===== src/hw/rtl/positional_list_engine_defines.svh =====
// ----------------------------------------------------------------------------
// Positional list engine assertion macros
// Shared concurrent assertion helpers for the positional list engine.
// ----------------------------------------------------------------------------
`ifndef POSITIONAL_LIST_ENGINE_DEFINES_SVH
`define POSITIONAL_LIST_ENGINE_DEFINES_SVH

// The consequent must hold in the same cycle as the antecedent.
`define PLE_ASSERT_IMPLIES(label, clk, rst_n, ante, cons) \
  label: assert property (@(posedge clk) disable iff (!rst_n) (ante) |-> (cons)) \
    else $error("assertion failed");

// The consequent must hold in the cycle after the antecedent.
`define PLE_ASSERT_NEXT(label, clk, rst_n, ante, cons) \
  label: assert property (@(posedge clk) disable iff (!rst_n) (ante) |=> (cons)) \
    else $error("assertion failed");

`endif


===== src/hw/rtl/ple_pkg.sv =====
// ----------------------------------------------------------------------------
// Positional list engine package
// Sizes, request and status codes, and controller types.
// ----------------------------------------------------------------------------
`default_nettype none

package ple_pkg;

  localparam int CAPACITY = 32;
  localparam int CNT_W    = $clog2(CAPACITY + 1);
  localparam int DATA_W   = 32;
  localparam int POS_W    = 16;
  localparam int REQ_W    = 3;
  localparam int ENTRY_W  = 6;
  localparam int CMP_W    = ((POS_W > CNT_W) ? POS_W : CNT_W) + 1;

  localparam logic [REQ_W-1:0] REQ_INS_FRONT = 3'd0;
  localparam logic [REQ_W-1:0] REQ_INS_BACK  = 3'd1;
  localparam logic [REQ_W-1:0] REQ_INS_POS   = 3'd2;
  localparam logic [REQ_W-1:0] REQ_DEL_FRONT = 3'd3;
  localparam logic [REQ_W-1:0] REQ_DEL_POS   = 3'd4;

  typedef enum logic [1:0] {
    STAT_OK    = 2'd0,
    STAT_FULL  = 2'd1,
    STAT_EMPTY = 2'd2,
    STAT_RANGE = 2'd3
  } status_e;

  typedef enum logic {
    ST_IDLE = 1'b0,
    ST_EXEC = 1'b1
  } ctrl_state_e;

  // Commands from the controller to the datapath.
  typedef struct packed {
    logic capture;
    logic execute;
  } ple_cmd_t;

endpackage

`default_nettype wire


===== src/hw/rtl/ple_ctrl.sv =====
// ----------------------------------------------------------------------------
// Positional list engine controller
// Sequences capture, update and result hand-off for one item at a time.
// ----------------------------------------------------------------------------
`default_nettype none

module ple_ctrl
  import ple_pkg::*;
(
  input  wire logic     clk_i,
  input  wire logic     rst_ni,
  input  wire logic     in_valid_i,
  output logic          in_ready_o,
  output logic          out_valid_o,
  input  wire logic     out_ready_i,
  output ple_cmd_t      cmd_o
);

  ctrl_state_e state_q, state_d;
  logic        out_valid_q, out_valid_d;

  // Next state.
  always_comb begin
    state_d = state_q;
    unique case (state_q)
      ST_IDLE: begin
        if (in_valid_i) begin
          state_d = ST_EXEC;
        end
      end
      ST_EXEC: begin
        if (!out_valid_q || out_ready_i) begin
          state_d = ST_IDLE;
        end
      end
      default: state_d = ST_IDLE;
    endcase
  end

  // Outputs.
  always_comb begin
    in_ready_o    = (state_q == ST_IDLE);
    cmd_o.capture = (state_q == ST_IDLE) && in_valid_i;
    cmd_o.execute = (state_q == ST_EXEC) && (!out_valid_q || out_ready_i);
    out_valid_d   = out_valid_q;
    if (cmd_o.execute) begin
      out_valid_d = 1'b1;
    end else if (out_ready_i) begin
      out_valid_d = 1'b0;
    end
    out_valid_o = out_valid_q;
  end

  always_ff @(posedge clk_i or negedge rst_ni) begin
    if (!rst_ni) begin
      state_q     <= ST_IDLE;
      out_valid_q <= 1'b0;
    end else begin
      state_q     <= state_d;
      out_valid_q <= out_valid_d;
    end
  end

endmodule

`default_nettype wire


===== src/hw/rtl/ple_datapath.sv =====
// ----------------------------------------------------------------------------
// Positional list engine datapath
// Shift-cell entry array, request decode and result register.
// ----------------------------------------------------------------------------
`default_nettype none

module ple_datapath
  import ple_pkg::*;
(
  input  wire logic                clk_i,
  input  wire logic                rst_ni,
  input  wire ple_cmd_t            cmd_i,
  input  wire logic [REQ_W-1:0]    req_type_i,
  input  wire logic [DATA_W-1:0]   item_value_i,
  input  wire logic [POS_W-1:0]    position_i,
  output logic [1:0]               status_o,
  output logic [ENTRY_W-1:0]       entry_count_o,
  output logic [DATA_W-1:0]        front_value_o,
  output logic                     front_valid_o
);

  logic [REQ_W-1:0]  kind_q;
  logic [DATA_W-1:0] value_q;
  logic [POS_W-1:0]  pos_q;

  logic [CNT_W-1:0]  count_q, count_d;
  logic [DATA_W-1:0] cell_q [CAPACITY];
  logic [DATA_W-1:0] cell_d [CAPACITY];

  status_e           status_d;
  logic              do_ins, do_del, full;
  logic [CNT_W-1:0]  idx;
  logic [CMP_W-1:0]  posx, cntx, posm1;
  logic [DATA_W-1:0] front_d;

  logic [1:0]         res_status_q;
  logic [ENTRY_W-1:0] res_count_q;
  logic [DATA_W-1:0]  res_front_q;
  logic               res_valid_q;

  // Decode the request into a target index and a status.
  always_comb begin
    status_d = STAT_OK;
    do_ins   = 1'b0;
    do_del   = 1'b0;
    idx      = '0;
    posx     = CMP_W'(pos_q);
    cntx     = CMP_W'(count_q);
    posm1    = posx - CMP_W'(1);
    full     = (count_q == CNT_W'(CAPACITY));
    unique case (kind_q)
      REQ_INS_FRONT: begin
        if (full) status_d = STAT_FULL;
        else do_ins = 1'b1;
      end
      REQ_INS_BACK: begin
        if (full) status_d = STAT_FULL;
        else begin
          do_ins = 1'b1;
          idx    = count_q;
        end
      end
      REQ_INS_POS: begin
        if (full) status_d = STAT_FULL;
        else begin
          do_ins = 1'b1;
          if (posx <= CMP_W'(1)) idx = '0;
          else if (posm1 > cntx) idx = count_q;
          else idx = CNT_W'(posm1);
        end
      end
      REQ_DEL_FRONT: begin
        if (count_q == '0) status_d = STAT_EMPTY;
        else do_del = 1'b1;
      end
      REQ_DEL_POS: begin
        if (count_q == '0) status_d = STAT_EMPTY;
        else if (pos_q == '0 || posx > cntx) status_d = STAT_RANGE;
        else begin
          do_del = 1'b1;
          idx    = CNT_W'(posm1);
        end
      end
      default: status_d = STAT_OK;
    endcase

    if (do_ins) count_d = count_q + CNT_W'(1);
    else if (do_del) count_d = count_q - CNT_W'(1);
    else count_d = count_q;

    if (do_ins && idx == '0) front_d = value_q;
    else if (do_del && idx == '0) front_d = cell_q[1];
    else front_d = cell_q[0];
  end

  // Each cell keeps its own value, takes the new item, or takes its left or right neighbor.
  for (genvar g = 0; g < CAPACITY; g++) begin : g_cell
    always_comb begin
      cell_d[g] = cell_q[g];
      if (do_ins) begin
        if (CNT_W'(g) == idx) begin
          cell_d[g] = value_q;
        end else if (CNT_W'(g) > idx) begin
          if (g > 0) cell_d[g] = cell_q[(g > 0) ? g - 1 : 0];
        end
      end else if (do_del) begin
        if (CNT_W'(g) >= idx && g < CAPACITY - 1) begin
          cell_d[g] = cell_q[(g < CAPACITY - 1) ? g + 1 : g];
        end
      end
    end

    always_ff @(posedge clk_i) begin
      if (cmd_i.execute) begin
        cell_q[g] <= cell_d[g];
      end
    end
  end

  always_ff @(posedge clk_i or negedge rst_ni) begin
    if (!rst_ni) begin
      count_q <= '0;
    end else if (cmd_i.execute) begin
      count_q <= count_d;
    end
  end

  // Request and result registers carry payload only.
  always_ff @(posedge clk_i) begin
    if (cmd_i.capture) begin
      kind_q  <= req_type_i;
      value_q <= item_value_i;
      pos_q   <= position_i;
    end
    if (cmd_i.execute) begin
      res_status_q <= status_d;
      res_count_q  <= ENTRY_W'(count_d);
      res_valid_q  <= (count_d != '0);
      res_front_q  <= (count_d != '0) ? front_d : '0;
    end
  end

  assign status_o      = res_status_q;
  assign entry_count_o = res_count_q;
  assign front_value_o = res_front_q;
  assign front_valid_o = res_valid_q;

endmodule

`default_nettype wire


===== src/hw/rtl/positional_list_engine.sv =====
// ----------------------------------------------------------------------------
// Positional list engine
// Ordered list of signed 32-bit values with insert and delete at a position.
// ----------------------------------------------------------------------------
// Each item on the slave stream is one request: insert at the front, at the
// back or at a 1-based position, delete the front, or delete at a 1-based
// position. Every request gives exactly one result item on the master stream
// with the status, the entry count and the front entry. Each request is first
// captured and then applied, as the cells from the target position onward
// move by one place; a result that is not taken holds the update back, and
// no new request is captured while the update waits.
// The store holds up to CAPACITY entries; its contents need no clearing after
// reset since only entries below the count are ever read.
`default_nettype none

`include "positional_list_engine_defines.svh"

module positional_list_engine
  import ple_pkg::*;
(
  input  wire logic        clk_i,
  input  wire logic        rst_ni,
  input  wire logic        s_axis_tvalid,
  output logic             s_axis_tready,
  // tdata fields from bit 0: item_value[31:0], position[47:32]
  input  wire logic [47:0] s_axis_tdata,
  // tuser fields from bit 0: req_type[2:0]
  input  wire logic [2:0]  s_axis_tuser,
  output logic             m_axis_tvalid,
  input  wire logic        m_axis_tready,
  // tdata fields from bit 0: status[1:0], entry_count[7:2],
  // front_value[39:8], front_valid[40], zero fill[47:41]
  output logic [47:0]      m_axis_tdata
);

  ple_cmd_t           cmd;
  logic [1:0]         status;
  logic [ENTRY_W-1:0] entry_count;
  logic [DATA_W-1:0]  front_value;
  logic               front_valid;

  // The controller decides when a request is taken and when the list moves.
  ple_ctrl u_ctrl (
    .clk_i       (clk_i),
    .rst_ni      (rst_ni),
    .in_valid_i  (s_axis_tvalid),
    .in_ready_o  (s_axis_tready),
    .out_valid_o (m_axis_tvalid),
    .out_ready_i (m_axis_tready),
    .cmd_o       (cmd)
  );

  // The datapath holds the cells, the count and the result register.
  ple_datapath u_dp (
    .clk_i         (clk_i),
    .rst_ni        (rst_ni),
    .cmd_i         (cmd),
    .req_type_i    (s_axis_tuser),
    .item_value_i  (s_axis_tdata[31:0]),
    .position_i    (s_axis_tdata[47:32]),
    .status_o      (status),
    .entry_count_o (entry_count),
    .front_value_o (front_value),
    .front_valid_o (front_valid)
  );

  assign m_axis_tdata = {7'd0, front_valid, front_value, entry_count, status};

  // A shown result reports a valid front exactly when the list is not empty.
  `PLE_ASSERT_IMPLIES(a_front_valid, clk_i, rst_ni, m_axis_tvalid, front_valid == (entry_count != '0))
  // A full status is only given when the list is at capacity.
  `PLE_ASSERT_IMPLIES(a_full_count, clk_i, rst_ni, m_axis_tvalid && status == STAT_FULL, entry_count == ENTRY_W'(CAPACITY))
  // An empty status is only given when the list is empty.
  `PLE_ASSERT_IMPLIES(a_empty_count, clk_i, rst_ni, m_axis_tvalid && status == STAT_EMPTY, entry_count == '0)
  // After a request is taken, the update comes before the next request.
  `PLE_ASSERT_NEXT(a_one_at_a_time, clk_i, rst_ni, cmd.capture, !s_axis_tready)

endmodule

`default_nettype wire

===== config.mk =====
export PLATFORM = sky130hd
export DESIGN_NAME = positional_list_engine
export DESIGN_NICKNAME = d
export VERILOG_FILES = /design/src/hw/rtl/ple_pkg.sv /design/src/hw/rtl/ple_ctrl.sv /design/src/hw/rtl/ple_datapath.sv /design/src/hw/rtl/positional_list_engine.sv
export VERILOG_INCLUDE_DIRS = /design/src /design/src/hw/rtl
export SDC_FILE = /design/constraint.sdc
export NUM_CORES = 2
export LEC_CHECK = 0
export BUFFER_PORTS_ARGS = -buffer_cell sky130_fd_sc_hd__buf_2
export CAP_MARGIN = 20
export CORE_UTILIZATION = 43
export DETAILED_ROUTE_END_ITERATION = 16
export PLACE_DENSITY = 0.65
export SLEW_MARGIN = 30
export SYNTH_ARGS = -nofsm -noshare
export SYNTH_HDL_FRONTEND = slang
export SYNTH_HIERARCHICAL = 1
export SYNTH_SLANG_ARGS = --single-unit

===== constraint.sdc =====
create_clock -name clk_i -period 14.1 [get_ports clk_i]
set_clock_uncertainty 0.15 [all_clocks]
set_input_delay 0 -clock clk_i [delete_from_list [all_inputs] [get_ports clk_i]]
set_output_delay 0 -clock clk_i [all_outputs]
set_load 0.02 [all_outputs]

==> results.sh <==
export IMPL_status="finished, final reports clean"
export IMPL_timing_fmax_mhz=129
export IMPL_dieWidth_um=375
export IMPL_r2r_end="u_dp/cell_q[0][493]$_DFFE_PP_"
export IMPL_cp_required_ns=14.44
export IMPL_dp_hpwl_um=128000
export IMPL_synth_edff_count=1116
export IMPL_post_cts_buffers=0
export IMPL_clkSinkCount=1124
export IMPL_num_rows=136
export IMPL_slowest_stage="nand3_1"
export IMPL_gp_congestion=0.892
export IMPL_clkLatencyLatePin_ns=0.79
export IMPL_viasPerCell=7.17
export IMPL_drive_above_1_share=0.0945
export IMPL_cp_startpoint="u_dp/pos_q[0]$_DFFE_PP_"
export IMPL_dp_cells=7475
export IMPL_nNetsFinal=5988
export IMPL_htree_levels=3
export IMPL_rsz0062_at_grt="false"
export IMPL_finalHoldViolCount=0
export IMPL_critPathKind="flop to flop"
export IMPL_slowest_delay_ns=0.99
export IMPL_setup_viol=0
export IMPL_min_period_ns=7.75
export IMPL_tns_ns=0
export IMPL_grt_usage=0.333
export IMPL_drc_errors=0
export IMPL_ys_warn_count=6
export IMPL_fin_util=0.486
export IMPL_ys_seq_area_frac=0.563
export IMPL_root_buffer="clkbuf_16"
export IMPL_drv_cap=0
export IMPL_synth_area_um2=59900
export IMPL_cts_buffers=121
export IMPL_endpoint_kind="flop"
export IMPL_grt_pass1_vias=52597
export IMPL_tritoncts="built"
export IMPL_worstHoldPathType="input pin to asynchronous set/reset pin"
export IMPL_crit_path_cell_trace="inv_1 > ha_1 > nand2_1 > xor2_1 > inv_1 > ha_1 > a211o_1 > o221ai_1 > nand4_1 > o31a_1 > o22ai_4 > buf_16 > buf_4 > buf_4 > nand3_1 > buf_4 > o21ai_0 > a31oi_1"
export IMPL_die_area_um2=141000
export IMPL_drtAntennaViolNets=0
export IMPL_yosysUniqueCellTypes=71
export IMPL_die_h_um=375
export IMPL_worst_pin_slew_ns=1.15
export IMPL_fin_cells=7819
export IMPL_grt_max_degree=210
export IMPL_maxSlewHeadroom=0.231
export IMPL_gr_total_overflow=0
export IMPL_portBuffers=97
export IMPL_grt_pass1_wl_um=355000
export IMPL_path_clk_slew_ns=0.06
export IMPL_worstPathArrival_ns=8.10
export IMPL_async_reset_ff_frac=0.00712
export IMPL_initial_core_util=0.435
export IMPL_nFillCells=12559
export IMPL_wl_um=243000
export IMPL_worstRegToRegCells=18
export IMPL_ys_flop_type="edfxtp_1"
export IMPL_avgRoutedWirePerCell_um=31.0
export IMPL_coreArea_um2=138000
export IMPL_drt_iter0_drc=10338
export IMPL_syn_area_per_cell_um2=9.69
export IMPL_min_period_over_period=0.550
export IMPL_vias=56043
export IMPL_first_pass_iters=7
export IMPL_drv_slew=0
export IMPL_clockBufferDepth=3
export IMPL_synth_cells=6179
export IMPL_power_density_nw_per_um2=152
export IMPL_pin_count=105
export IMPL_synth_seq_cells=1124
export IMPL_path_max_fanout=73
export IMPL_r2r_start="u_dp/pos_q[0]$_DFFE_PP_"
export IMPL_power_leakage_uw=0.0209
export IMPL_peakVddDrop_mv=0.135
export IMPL_rrSetupSlack_ns=6.35
export IMPL_crit_top_cell="buf_4"
export IMPL_antenna_found_initial=9
export IMPL_cp_start_kind="flop"
export IMPL_area_delta_synth_final_pct=11.7
[cell usage in the layout, fill, tap and decap left out, types with 23 or more instances in the layout]
cell type / count
a21oi_1: 546
a221o_1: 30
a31oi_1: 525
and2_1: 32
and3_1: 64
buf_2: 97
buf_4: 146
clkbuf_1: 23
clkbuf_16: 123
clkinv_2: 35
dlygate4sd3_1: 107
edfxtp_1: 1116
mux2_2: 32
nand2_1: 348
nand3_1: 71
nand4_1: 495
nor2_1: 790
nor3_1: 37
o211ai_1: 320
o21ai_0: 779
o31ai_1: 33
[synthesized netlist by cell type, types with 2 or more instances]
master	number	share of area
nand2_1	351	0.022
inv_1	18	0.0011
a221o_1	30	0.0050
nand2b_1	5	0.00052
nor2_1	804	0.050
edfxtp_1	1116	0.56
o21ai_1	3	0.00025
nor4_2	3	0.00063
o21bai_1	2	0.00025
or2_1	2	0.00021
a31oi_1	529	0.055
or3_1	4	0.00042
buf_1	50	0.0031
and2_1	33	0.0034
o211ai_1	320	0.040
buf_2	118	0.0099
nor2b_1	2	0.00021
o311a_1	3	0.00050
mux2_2	32	0.0060
nand3b_1	3	0.00038
nor2_2	3	0.00031
a21o_1	3	0.00038
o22ai_1	7	0.00073
nor4_1	3	0.00031
nand4_1	495	0.052
o21ai_0	779	0.065
o32ai_1	2	0.00029
and3_1	67	0.0070
dfrtp_1	8	0.0033
nor4_4	2	0.00071
nor3_1	38	0.0032
o31ai_1	33	0.0041
xnor2_1	13	0.0019
a211oi_1	2	0.00025
a21oi_1	558	0.047
nor3b_1	3	0.00038
buf_4	9	0.0011
nand3_1	86	0.0072
nor3_2	3	0.00050
clkbuf_1	589	0.037
ha_1	18	0.0038
[critical path: cells and delay by family, from the launching register on]
kind	cells	cell delay, ns
AO/OA/AOI/OAI	6	1.60
XOR/XNOR	1	0.30
flip-flops	1	0.52
adder cells (fa/ha/maj)	2	0.69
buffers and inverters	6	2.64
AND/OR/NAND/NOR	3	1.34
[sequential cells by signal, indices dropped and copies added, names as in the netlist]
register	count
u_dp/front_value_o	32
u_dp/front_valid_o	1
u_dp/entry_count_o	6
u_dp/status_o	2
u_ctrl/state_q	1
u_dp/count_q	6
u_dp/pos_q	16
u_dp/cell_q	1024
u_dp/kind_q	3
u_dp/value_q	32
u_ctrl/out_valid_o	1
[power breakdown]
part	internal (uW)	switching, uW
combinational	560	1960
clock	1830	1450
sequential	4180	201
[through the flow]
step	worst slack (ns)	instance area [um2]	total power (uW)	hold slack, ns
global placement	6.39	61600	6740	-0.292
detailed placement	6.34	61700	6800	-0.290
CTS	6.33	66800	10100	0.0208
floorplan	7.37	59900	5810	-0.446
global route	6.16	66900	10400	0.139
finish	6.35	66900	10200	0.102
[worst max path at each step]
| stage | slack, ns | end | depth (start not counted) |
|---|---|---|---|
| 2_1_floorplan | 7.37 | u_dp/cell_q[0][256]$_DFFE_PP_ | 17 |
| 3_3_place_gp | 6.39 | u_dp/cell_q[0][493]$_DFFE_PP_ | 17 |
| 3_5_place_dp | 6.34 | u_dp/cell_q[0][493]$_DFFE_PP_ | 17 |
| 4_1_cts | 6.33 | u_dp/cell_q[0][493]$_DFFE_PP_ | 17 |
| 5_1_grt | 6.16 | u_dp/cell_q[0][493]$_DFFE_PP_ | 18 |
| 6_report | 6.35 | u_dp/cell_q[0][493]$_DFFE_PP_ | 18 |
[per-layer routing]
layer,GRT usage,part of all wire
met1,0.443,0.36
met2,0.492,0.43
met3,0.0886,0.15
met4,0.189,0.064
met5,0,0.00033
[cells by family after synthesis]
kind of cell             Yosys count  share of synthesized area
AO/OA/AOI/OAI                   2290                      0.222
AND/OR/NAND/NOR                 1915                      0.151
flip-flops                      1124                      0.563
buffers and inverters            785                     0.0522
multiplexers                      32                    0.00602
adder cells (fa/ha/maj)           18                    0.00376
XOR/XNOR                          14                    0.00205
other                              1                  0.0000626
[what timing repair did]
action,4_1_cts,5_1_grt
hold buffers,106,1
gates resized for setup,0,0
setup endpoints to repair,0,0
hold endpoints to repair,61,19
[layout make-up]
cell class	count	area, um2	area share
Sequential cell	1124	33700	0.504
Multi-Input combinational cell	4276	23700	0.355
Clock buffer	152	3250	0.0485
Timing Repair Buffer	373	3150	0.0470
Tap cell	1794	2240	0.0335
Clock inverter	77	749	0.0112
Inverter	19	71.3	0.00107
Antenna cell	4	10.0	0.000150
(Power assumes the default switching activity.)
